File: config.mk
export PLATFORM = sky130hd
export DESIGN_NAME = message_record_deframer_unit
export DESIGN_NICKNAME = d
export VERILOG_FILES = /design/src/hdl/mrd_pkg.sv /design/src/hdl/message_record_deframer_unit.sv
export VERILOG_INCLUDE_DIRS = /design/src /design/src/hdl
export SDC_FILE = /design/constraint.sdc
export NUM_CORES = 1
export LEC_CHECK = 0
export BUFFER_PORTS_ARGS = -buffer_cell sky130_fd_sc_hd__buf_2
export CAP_MARGIN = 20
export CELL_PAD_IN_SITES_DETAIL_PLACEMENT = 2
export CELL_PAD_IN_SITES_GLOBAL_PLACEMENT = 2
export CORE_MARGIN = 3
export CORE_UTILIZATION = 35
export CTS_BUF_LIST = sky130_fd_sc_hd__clkbuf_2
export CTS_CLUSTER_SIZE = 24
export DETAILED_ROUTE_END_ITERATION = 7
export GPL_ROUTABILITY_DRIVEN = 0
export PLACE_DENSITY = 0.77
export SYNTH_ARGS = -nofsm -noshare
export SYNTH_HDL_FRONTEND = slang
export SYNTH_SLANG_ARGS = --single-unit
File: constraint.sdc
create_clock -name clock -period 8.2 [get_ports clock]
set_input_delay 0.82 -clock clock [delete_from_list [all_inputs] [get_ports clock]]
set_output_delay 0.82 -clock clock [all_outputs]
set_load 0.02 [all_outputs]
File: src/hdl/message_record_deframer_unit_macros.svh
// assertion macros for the message record deframer
`ifndef MESSAGE_RECORD_DEFRAMER_UNIT_MACROS_SVH
`define MESSAGE_RECORD_DEFRAMER_UNIT_MACROS_SVH

`ifndef NO_ASSERTIONS

// same-cycle implication, sampled on clock, off during reset
`define MRD_ASSERT_NOW(label, ante, cons) \
   label: assert property (@(posedge clock) disable iff (reset) (ante) |-> (cons)) \
      else $error("deframer assertion failed");

// next-cycle implication
`define MRD_ASSERT_NEXT(label, ante, cons) \
   label: assert property (@(posedge clock) disable iff (reset) (ante) |=> (cons)) \
      else $error("deframer assertion failed");

`else

`define MRD_ASSERT_NOW(label, ante, cons)
`define MRD_ASSERT_NEXT(label, ante, cons)

`endif

`endif

File: src/hdl/mrd_pkg.sv
`default_nettype none

package mrd_pkg;

   localparam int LENGTH_BITS_DEFAULT = 32;
   localparam logic [7:0] KEY_LENGTH_RESET = 8'd66;

   // the field a byte belongs to; also the deframer phase
   typedef enum logic [3:0] {
      PH_KEY        = 4'd0,
      PH_HASH_LEN   = 4'd1,
      PH_HASH       = 4'd2,
      PH_DATA_LEN   = 4'd3,
      PH_DATA       = 4'd4,
      PH_TTL        = 4'd5,
      PH_TIMESTAMP  = 4'd6,
      PH_NONCE_LEN  = 4'd7,
      PH_NONCE      = 4'd8
   } phase_type;

   typedef enum logic [1:0] {
      ST_BUSY     = 2'd0,
      ST_OK       = 2'd1,
      ST_TRUNC    = 2'd2,
      ST_OVERSIZE = 2'd3
   } status_type;

endpackage

`default_nettype wire

File: src/hdl/message_record_deframer_unit.sv
// a byte accepted into the input register moves on to the result register, from
// which it can be taken (input register, then result register);
// one byte per clock while the result is not held by rsp_stall, as the field
// state between the two registers is updated combinationally for each byte.
// reset (synchronous): both stages empty, phase at key, counters and error
// flag cleared, key length back to 66.
`default_nettype none

module message_record_deframer_unit #(
   parameter int LENGTH_BITS = mrd_pkg::LENGTH_BITS_DEFAULT
) (
   input  wire logic       clock,
   input  wire logic       reset,
   input  wire logic       csr_write_enable,
   input  wire logic [7:0] csr_write_data,
   input  wire logic       req_valid,
   output      logic       req_stall,
   input  wire logic [7:0] req_blob_byte,
   input  wire logic       req_blob_last,
   output      logic       rsp_valid,
   input  wire logic       rsp_stall,
   output      logic [7:0] rsp_byte_out,
   output      logic [3:0] rsp_field_tag,
   output      logic       rsp_field_end,
   output      logic       rsp_record_end,
   output      logic [1:0] rsp_status
);

`include "message_record_deframer_unit_macros.svh"

   logic [7:0] key_length_ff;

   // input stage
   logic       in_valid_ff, in_valid_in;
   logic [7:0] in_byte_ff;
   logic       in_last_ff;

   // field state
   mrd_pkg::phase_type      phase_ff, phase_in;
   logic [LENGTH_BITS-1:0]  bytes_ff, bytes_in;
   logic [LENGTH_BITS-1:0]  accum_ff, accum_in;
   logic                    error_ff, error_in;

   // result stage
   logic                    out_valid_ff, out_valid_in;
   logic [7:0]              out_byte_ff;
   mrd_pkg::phase_type      out_tag_ff, out_tag_in;
   logic                    out_fe_ff, out_fe_in;
   logic                    out_re_ff, out_re_in;
   mrd_pkg::status_type     out_status_ff, out_status_in;

   logic advance;

   // working values
   mrd_pkg::phase_type      ph_eff;
   logic [LENGTH_BITS-1:0]  bt_eff;
   logic [LENGTH_BITS:0]    bt_plus1;
   logic [2:0]              pos;
   logic [63:0]             len_shift;
   logic                    len_fits;
   logic [LENGTH_BITS-1:0]  accum_new;
   logic                    err;

   assign advance   = in_valid_ff && (!out_valid_ff || !rsp_stall);
   assign req_stall = in_valid_ff && !advance;

   assign in_valid_in  = (req_valid && !req_stall) || (in_valid_ff && !advance);
   assign out_valid_in = advance || (out_valid_ff && rsp_stall);

   always_comb begin
      // a corrupt phase restarts at the key; an empty key goes straight to hash length
      ph_eff = phase_ff;
      bt_eff = bytes_ff;
      if (phase_ff > mrd_pkg::PH_NONCE) begin
         ph_eff = mrd_pkg::PH_KEY;
         bt_eff = '0;
      end
      if (ph_eff == mrd_pkg::PH_KEY && key_length_ff == 8'd0) begin
         ph_eff = mrd_pkg::PH_HASH_LEN;
         bt_eff = '0;
      end

      bt_plus1  = {1'b0, bt_eff} + (LENGTH_BITS+1)'(1);
      pos       = bt_eff[2:0];
      len_shift = 64'(in_byte_ff) << {pos, 3'b000};
      len_fits  = (len_shift >> LENGTH_BITS) == 64'd0;
      accum_new = (pos == 3'd0) ? len_shift[LENGTH_BITS-1:0]
                                : (accum_ff | len_shift[LENGTH_BITS-1:0]);

      phase_in      = ph_eff;
      bytes_in      = bt_eff;
      accum_in      = accum_ff;
      error_in      = error_ff;
      out_tag_in    = ph_eff;
      out_fe_in     = 1'b0;
      out_re_in     = 1'b0;
      out_status_in = mrd_pkg::ST_BUSY;
      err           = 1'b0;

      if (error_ff) begin
         // drop mode: tag frozen until the end of the blob
         out_tag_in    = phase_ff;
         out_status_in = mrd_pkg::ST_OVERSIZE;
         phase_in      = phase_ff;
         bytes_in      = bytes_ff;
      end else begin
         unique case (ph_eff) inside
            mrd_pkg::PH_KEY: begin
               if (bt_plus1 >= {{(LENGTH_BITS-7){1'b0}}, key_length_ff}) begin
                  out_fe_in = 1'b1;
                  phase_in  = mrd_pkg::PH_HASH_LEN;
                  bytes_in  = '0;
               end else begin
                  bytes_in  = bt_plus1[LENGTH_BITS-1:0];
               end
            end
            mrd_pkg::PH_HASH_LEN, mrd_pkg::PH_DATA_LEN, mrd_pkg::PH_NONCE_LEN: begin
               if (!len_fits) begin
                  err = 1'b1;
               end else begin
                  accum_in = accum_new;
                  if (pos == 3'd7) begin
                     out_fe_in = 1'b1;
                     bytes_in  = '0;
                     if (accum_new != '0) begin
                        if (ph_eff == mrd_pkg::PH_HASH_LEN)
                           phase_in = mrd_pkg::PH_HASH;
                        else if (ph_eff == mrd_pkg::PH_DATA_LEN)
                           phase_in = mrd_pkg::PH_DATA;
                        else
                           phase_in = mrd_pkg::PH_NONCE;
                     end else if (ph_eff == mrd_pkg::PH_NONCE_LEN) begin
                        out_re_in = 1'b1;
                        phase_in  = mrd_pkg::PH_KEY;
                     end else if (ph_eff == mrd_pkg::PH_HASH_LEN) begin
                        phase_in  = mrd_pkg::PH_DATA_LEN;
                     end else begin
                        phase_in  = mrd_pkg::PH_TTL;
                     end
                  end else begin
                     bytes_in = LENGTH_BITS'(pos) + LENGTH_BITS'(1);
                  end
               end
            end
            mrd_pkg::PH_HASH, mrd_pkg::PH_DATA, mrd_pkg::PH_NONCE: begin
               if (bt_plus1 >= {1'b0, accum_ff}) begin
                  out_fe_in = 1'b1;
                  bytes_in  = '0;
                  if (ph_eff == mrd_pkg::PH_NONCE) begin
                     out_re_in = 1'b1;
                     phase_in  = mrd_pkg::PH_KEY;
                  end else if (ph_eff == mrd_pkg::PH_HASH) begin
                     phase_in  = mrd_pkg::PH_DATA_LEN;
                  end else begin
                     phase_in  = mrd_pkg::PH_TTL;
                  end
               end else begin
                  bytes_in = bt_plus1[LENGTH_BITS-1:0];
               end
            end
            mrd_pkg::PH_TTL, mrd_pkg::PH_TIMESTAMP: begin
               if (bt_eff >= LENGTH_BITS'(7)) begin
                  out_fe_in = 1'b1;
                  bytes_in  = '0;
                  phase_in  = (ph_eff == mrd_pkg::PH_TTL) ? mrd_pkg::PH_TIMESTAMP
                                                          : mrd_pkg::PH_NONCE_LEN;
               end else begin
                  bytes_in = bt_plus1[LENGTH_BITS-1:0];
               end
            end
            default: begin
               phase_in = mrd_pkg::PH_KEY;
               bytes_in = '0;
            end
         endcase

         if (err) begin
            out_status_in = mrd_pkg::ST_OVERSIZE;
            error_in      = 1'b1;
         end else if (in_last_ff) begin
            out_status_in = (phase_in == mrd_pkg::PH_KEY && bytes_in == '0)
                            ? mrd_pkg::ST_OK : mrd_pkg::ST_TRUNC;
         end
      end

      // end of blob returns to a clean record boundary
      if (in_last_ff) begin
         phase_in = mrd_pkg::PH_KEY;
         bytes_in = '0;
         accum_in = '0;
         error_in = 1'b0;
      end
   end

   always_ff @(posedge clock) begin
      if (reset) begin
         key_length_ff <= mrd_pkg::KEY_LENGTH_RESET;
         in_valid_ff   <= 1'b0;
         out_valid_ff  <= 1'b0;
         phase_ff      <= mrd_pkg::PH_KEY;
         bytes_ff      <= '0;
         accum_ff      <= '0;
         error_ff      <= 1'b0;
      end else begin
         if (csr_write_enable)
            key_length_ff <= csr_write_data;
         in_valid_ff  <= in_valid_in;
         out_valid_ff <= out_valid_in;
         if (advance) begin
            phase_ff <= phase_in;
            bytes_ff <= bytes_in;
            accum_ff <= accum_in;
            error_ff <= error_in;
         end
      end
   end

   // payload registers
   always_ff @(posedge clock) begin
      if (req_valid && !req_stall) begin
         in_byte_ff <= req_blob_byte;
         in_last_ff <= req_blob_last;
      end
      if (advance) begin
         out_byte_ff   <= in_byte_ff;
         out_tag_ff    <= out_tag_in;
         out_fe_ff     <= out_fe_in;
         out_re_ff     <= out_re_in;
         out_status_ff <= out_status_in;
      end
   end

   assign rsp_valid      = out_valid_ff;
   assign rsp_byte_out   = out_byte_ff;
   assign rsp_field_tag  = out_tag_ff;
   assign rsp_field_end  = out_fe_ff;
   assign rsp_record_end = out_re_ff;
   assign rsp_status     = out_status_ff;

   // an oversized length or drop mode never marks a boundary
   `MRD_ASSERT_NOW(a_oversize_no_end,
      out_valid_ff && out_status_ff == mrd_pkg::ST_OVERSIZE, !out_fe_ff && !out_re_ff)
   // a record closes only together with its last field
   `MRD_ASSERT_NOW(a_record_end_field_end, out_valid_ff && out_re_ff,
      out_fe_ff && (out_tag_ff == mrd_pkg::PH_NONCE || out_tag_ff == mrd_pkg::PH_NONCE_LEN))
   // drop mode is entered only from a length prefix
   `MRD_ASSERT_NOW(a_error_in_length, error_ff,
      phase_ff == mrd_pkg::PH_HASH_LEN || phase_ff == mrd_pkg::PH_DATA_LEN
      || phase_ff == mrd_pkg::PH_NONCE_LEN)
   // a held result keeps the field state frozen behind it
   `MRD_ASSERT_NEXT(a_stall_freezes_state, out_valid_ff && rsp_stall && !reset,
      $stable(phase_ff) && $stable(bytes_ff))

endmodule

`default_nettype wire
**Word level (Yosys, flattened, before mapping)**

Cells that the tools add are included.

- Input port bits: 22
- Logic and storage cells: 118
- Flip-flop bits (word level): 104

- Equality and inequality tests: 10
- Shifts and indexed selects: 1
- Multiplexer cells: 57
- $add $sub $neg: 2
- Reductions and logical operators: 29
- Bitwise operators: 1
- $lt $le $gt $ge: 4

Operator list:

| cell | number |
|---|---|
| 32-bit 2-to-1 mux | 14 |
| 32-bit case mux with 4 select lines | 1 |
| 64-bit zero test | 1 |
| 8-bit by 6-bit left shift with 64-bit output | 1 |
| 4-bit 2-to-1 mux | 15 |
| 32-bit by 1-bit adder with 33-bit output, second input constant | 1 |
| 33-bit by 32-bit greater-or-equal comparator with 1-bit output | 1 |
| 33-bit by 8-bit greater-or-equal comparator with 1-bit output | 1 |
| 32-bit by 3-bit greater-or-equal comparator with 1-bit output, second input constant | 1 |
| 32-bit zero test | 1 |
| 32-bit bitwise OR | 1 |
| 32-bit nonzero test | 1 |
| 1-bit 2-to-1 mux | 18 |
| 4-bit by 3-bit equality test with 1-bit output, second input constant | 4 |
| 4-bit case mux with 4 select lines | 1 |
| 4-bit zero test | 3 |
| 3-bit 2-to-1 mux | 4 |
| 4-bit by 2-bit equality test with 1-bit output, second input constant | 2 |
| 8-bit zero test | 1 |
| 1-bit logical AND | 6 |
| 3-bit OR reduction | 2 |
| 3-bit by 1-bit adder with 4-bit output, second input constant | 1 |
| 4-bit by 1-bit equality test with 1-bit output, second input constant | 1 |
| 4-bit equality test, second input constant | 1 |
| 13 further kinds | 21 |

**Longest topological paths before layout**

- Word-level depth: 18
- Mapped depth: 27
- Mapped depth without buffers: 23

**Worst setup path after synthesis**

No wires, ideal clock.

- Path kind: register -> register
- Start point: reg phase_ff[2]
- End point: reg out_status_ff[1], in the netlist rsp_status[1] (data pin)
- Setup time: 0.259 ns
- Arrival: 5.286 ns
- Path slack: 2.655 ns
- Required time: 7.941 ns
- Buffers on the path: 3
- Stages on the path, launching flop included: 25
- Path through: dfxtp_1 clkbuf_1 o31a_1 a31oi_1 clkbuf_1 nand2_1 inv_1 ha_1 nand4_1 nor4_2 nand3_1 and2_1 o21a_1 ha_1 nand4_1 nor4_1 nand2_1 a31oi_1 nor3_1 a22oi_1 a21boi_2 buf_6 o31a_1 nand4_1 a211o_1

- Word-level cells in the longest chain between the ends: 18

RTL lines:

| what | line | text |
|---|---|---|
| start: declaration | message_record_deframer_unit.sv:39 | `mrd_pkg::phase_type phase_ff, phase_in;` |
| start signal: assignment | message_record_deframer_unit.sv:200 | `phase_ff <= mrd_pkg::PH_KEY;` |
| start signal: assignment | message_record_deframer_unit.sv:210 | `phase_ff <= phase_in;` |
| parallel branches: the longest is 18 deep, another holds 32-bit by 1-bit adder with 33-bit output | -- |  |
| end signal: assignment | message_record_deframer_unit.sv:229 | `out_status_ff <= out_status_in;` |
| end: declaration | message_record_deframer_unit.sv:50 | `mrd_pkg::status_type out_status_ff, out_status_in;` |

Several ways; the timed one is not identified. The select of a mux whose other input is x is not followed.
A chain may end at the register's enable or synchronous reset.

**Final worst setup path**

- Start point: reg phase_ff[3]
- End point: reg bytes_ff[28]

- Word-level cells in the longest chain between the ends: 12

RTL lines:

| what | line | text |
|---|---|---|
| 4-bit greater-than comparator | message_record_deframer_unit.sv:74 | `if (phase_ff > mrd_pkg::PH_NONCE) begin` |
| 4-bit 2-to-1 mux | message_record_deframer_unit.sv:74 |  |
| 4-bit zero test | message_record_deframer_unit.sv:78 | `if (ph_eff == mrd_pkg::PH_KEY && key_length_ff == 8'd0) begin` |
| 1-bit logical AND | message_record_deframer_unit.sv:78 |  |
| 32-bit 2-to-1 mux | message_record_deframer_unit.sv:78 |  |
| 32-bit by 1-bit adder with 33-bit output or 8-bit by 6-bit left shift with 64-bit output (tied branches) | message_record_deframer_unit.sv:83, message_record_deframer_unit.sv:85 |  |
| 33-bit by 32-bit greater-or-equal comparator with 1-bit output, or another cell as far along | message_record_deframer_unit.sv:146 | `if (bt_plus1 >= {1'b0, accum_ff}) begin` |
| 32-bit 2-to-1 mux, on equally long branches | message_record_deframer_unit.sv:146, message_record_deframer_unit.sv:109, message_record_deframer_unit.sv:118 |  |
| 32-bit case mux with 4 select lines (*) | message_record_deframer_unit.sv:107 | `unique case (ph_eff) inside` |
| 32-bit 2-to-1 mux (*) (2 in series) | message_record_deframer_unit.sv:100 | `if (error_ff) begin` |
| 32-bit 2-to-1 mux (*) | message_record_deframer_unit.sv:187 | `if (in_last_ff) begin` |
| end signal: assignment | message_record_deframer_unit.sv:211 | `bytes_ff <= bytes_in;` |
| end: declaration | message_record_deframer_unit.sv:40 | `logic [LENGTH_BITS-1:0] bytes_ff, bytes_in;` |

Every way passes the cells marked *; elsewhere a longest branch is shown, timed or not. The select of a mux whose other input is x is not followed.

==> results by group <==
Run status
  – Status: complete, no violations

Cells and area
  – Most frequent cells in the layout: 116 x nor2_1, 79 x dfxtp_1, 65 x nand2_1, 57 x inv_1, 53 x a21oi_1
  – Cell area after layout: 7420 um^2
  – Non-filler instance count after layout: 1,132
  – Layout net count: 931
  – Fin util: 38.9%
  – Layout cells sized above 1: 10.8%
  – Layout area overhead: 7.16%
  – Most common cell after layout, fill and taps aside: nor2_1

Routing
  – Routed vias/inst: 6.02
  – Via count of the routed design: 6,814
  – Average wire per standard cell: 23.8 um
  – Post-Route WL: 26,900 um
  – Drt pass-1 iters: 5
  – Detailed Route Iter0 Violations: 467
  – Post-DRT Antenna Nets: 0
  – Post-route DRC: 0

Pwr
  – PnR Total Power: 0.917 mW
  – Worst VDD drop: 0.0775 mV
  – Pleak: 2.79 nW
  – PwrDens: 124 nW/um^2

Yosys
  – Avg Inst Size Synth: 7.98 um^2
  – Mapped Cells: 867
  – Mapped Area: 6920 um^2
  – Synth Net Count: 932
  – Count of cell types in the netlist: 72
  – Post-synthesis async set-or-reset flop share: 0%
  – EDFF count, synth: 25
  – Synth Register Bits: 104
  – Simple-gate portion of the synthesized area: 25.9%
  – Synth Warn #: 0
  – Synth Area in Adders: 7.77%
  – Seq/Total Area, Yosys: 33.7%
  – XOR/XNOR Fraction of Synth Area: 3.16%
  – Main combinational cell family by area after synthesis: simple AND/OR/NAND/NOR gates
  – Top FF cell, synth: dfxtp_1
  – Compound-cell area share of the yosys netlist: 21.7%
  – Post-synthesis mux area share: 1.01%

STA
  – Final TNS setup: 0 ns
  – Final Critical Period: 6.91 ns
  – Final Hold Viols: 0
  – Relative slew slack: 33.6%
  – Final Setup Violations: 0
  – Final hold slack: 0.254 ns
  – Fmax: 145 MHz
  – Final Worst Setup Slack: 1.29 ns
  – Final Max Slew Viols: 0
  – Clock skew: 0.0422 ns
  – Worst-margin pin slew: 0.970 ns
  – RSZ-0062 raised after global routing: false
  – Fin crit share: 84.3%

Place
  – Post-Place Cells: 1,113
  – DP Wirelength: 20,800 um
  – Post-place instance area: 7250 um^2
  – Post-Place Setup Slack: 1.21 ns
  – Port Buffers: 39

Floorplanning
  – Die Ht: 147 um
  – # rows: 50
  – Die Area: 21,500 um^2
  – Core Region: 19,100 um^2
  – Initial Util: 36.3%
  – I/O Pins: 40
  – Die Width: 147 um

Hold path
  – Hold WC Path Type: in2reg
  – Min-Delay Path Depth: 1
  – End of the worst hold path: in_byte_ff[7]
  – HP Start: req_blob_byte[7]

CTS
  – Post-CTS Setup Inserts: 0
  – Post-CTS sizing: 0
  – H-tree depth: 3
  – Worst skew pair latency: 0.71 ns
  – Clock sinks: 104
  – Root buffer cell: clkbuf_2
  – Max Buffers Root-to-Sink: 2
  – TritonCTS clock tree: done
  – CTS Buf Count: 9
  – CTS clk-pin slew, worst paths: 0.38 ns
  – # hold bufs at CTS: 0

Critical path
  – Worst r2r dst: bytes_ff[28]
  – Worst Reg-to-Reg Cells: 24
  – CP arrival: 7.57 ns
  – Slack of the worst reg-to-reg path: 1.29 ns
  – WS Path Type: reg2reg
  – Worst setup EP type: flop
  – Setup crit start kind: flop
  – WP data required: 8.86 ns
  – Peak fanout along the critical path: 19
  – Worst r2r src: phase_ff[3]

Global route
  – First-pass GRT wire length: 42,500 um
  – GR Util All Layers: 25.0%
  – Largest net degree at the start of global routing: 64
  – GR Overflow Total: 0
  – Vias in the first global route: 7,347
  – Initial antenna violation count: 1

Job
  – Max Cap Viol: 0
-- logic make-up after synthesis --
| logic type | Yosys count |
|---|---|
| mux | 7 |
| buf+inv | 118 |
| simple gates | 349 |
| xor+xnor | 25 |
| flops | 104 |
| compound gates | 221 |
| fa+ha+maj | 43 |
-- critical path, cell delays in order (launching register included) --
cell	delay, ns
dfxtp_1	0.74
nor4_1	0.22
a31oi_2	0.26
nand2_1	0.17
inv_1	0.18
ha_1	0.29
nand4_1	0.29
nor4_2	0.68
nand2_1	0.22
inv_1	0.15
nand4_1	0.14
xor2_1	0.18
nor2_1	0.18
ha_1	0.30
a211oi_1	0.25
o21ai_0	0.15
nand2_1	0.10
nand4_1	0.11
nor3_1	0.68
a22oi_1	0.33
a21boi_2	0.29
buf_8	0.21
nor3_2	0.41
o21ai_0	0.19
a21oi_1	0.15
-- Yosys cell counts, drive strengths merged, types with 2 or more instances --
| master | n | area [um^2] |
|---|---|---|
| xnor2 | 9 | 78.8 |
| nand2 | 65 | 244 |
| a32o | 3 | 30.0 |
| nor3 | 20 | 115 |
| nor4 | 32 | 240 |
| and3 | 11 | 68.8 |
| o31a | 2 | 17.5 |
| or4 | 3 | 30.0 |
| xor2 | 16 | 140 |
| o31ai | 6 | 55.1 |
| a21oi | 53 | 265 |
| nand2b | 8 | 50.1 |
| a22o | 3 | 26.3 |
| and2 | 10 | 62.6 |
| o2bb2ai | 2 | 17.5 |
| a211oi | 6 | 45.0 |
| nor2 | 117 | 447 |
| mux2i | 7 | 70.1 |
| inv | 57 | 214 |
| clkbuf | 41 | 154 |
| and4 | 5 | 43.8 |
| a41oi | 4 | 35.0 |
| a311oi | 2 | 17.5 |
| a221oi | 2 | 23.8 |
| nand4 | 33 | 221 |
| or2 | 2 | 12.5 |
| nor3b | 3 | 22.5 |
| o211ai | 6 | 45.0 |
| nand3 | 23 | 115 |
| o21ai | 42 | 210 |
| a22oi | 45 | 338 |
| buf | 20 | 105 |
| a21o | 5 | 37.5 |
| dfxtp | 79 | 1580 |
| edfxtp | 25 | 751 |
| a31oi | 6 | 37.5 |
| o21a | 7 | 52.6 |
| a21boi | 5 | 41.3 |
| ha | 43 | 538 |
| a211o | 4 | 35.0 |
| or3 | 7 | 43.8 |
| nor2b | 5 | 31.3 |
| a31o | 6 | 52.6 |
| nand3b | 2 | 15.0 |
-- metal layers --
layer | track usage, % | up-vias | part of all wire, %
met5 | 0 | - | 0
met4 | 9.13 | 0 | 2.9
met3 | 4.10 | 48 | 5.2
met2 | 42.8 | 196 | 49
met1 | 31.6 | 3403 | 43
li1 | - | 3167 | -
-- how the worst max path moves through the flow --
stage | start | end | slack [ns] | depth (start not counted)
floorplan | phase_ff[2] | rsp_status[1] | 2.65 | 24
global placement | phase_ff[3] | rsp_status[1] | 1.76 | 21
detailed placement | phase_ff[3] | rsp_status[1] | 1.21 | 21
finish | phase_ff[3] | bytes_ff[28] | 1.29 | 24
global route | phase_ff[3] | bytes_ff[23] | 0.61 | 24
CTS | phase_ff[3] | rsp_status[1] | 1.18 | 21
-- report_power, final --
part / internal, mW / total, mW / switching [mW]
clock network: 0.0615 / 0.293 / 0.231
logic: 0.0228 / 0.0747 / 0.0519
registers: 0.538 / 0.549 / 0.0113
-- flip-flops by register name, indices dropped and copies added, names as in the netlist, 2 cells and up --
signal	count
key_length_ff	8
phase_ff	4
accum_ff	32
rsp_field_tag	4
bytes_ff	32
rsp_status	2
in_byte_ff	8
rsp_byte_out	8
-- cell type report --
cell class                      count  area [um^2]
Antenna cell                        1         2.50
Tap cell                          260          325
Clock inverter                      7         96.3
Inverter                           57          214
Sequential cell                   104         2330
Fill cell                        2227        11700
Multi-Input combinational cell    645         4130
Clock buffer                        9         45.0
Timing Repair Buffer               49          275
Power figures use the tool's default switching activity.
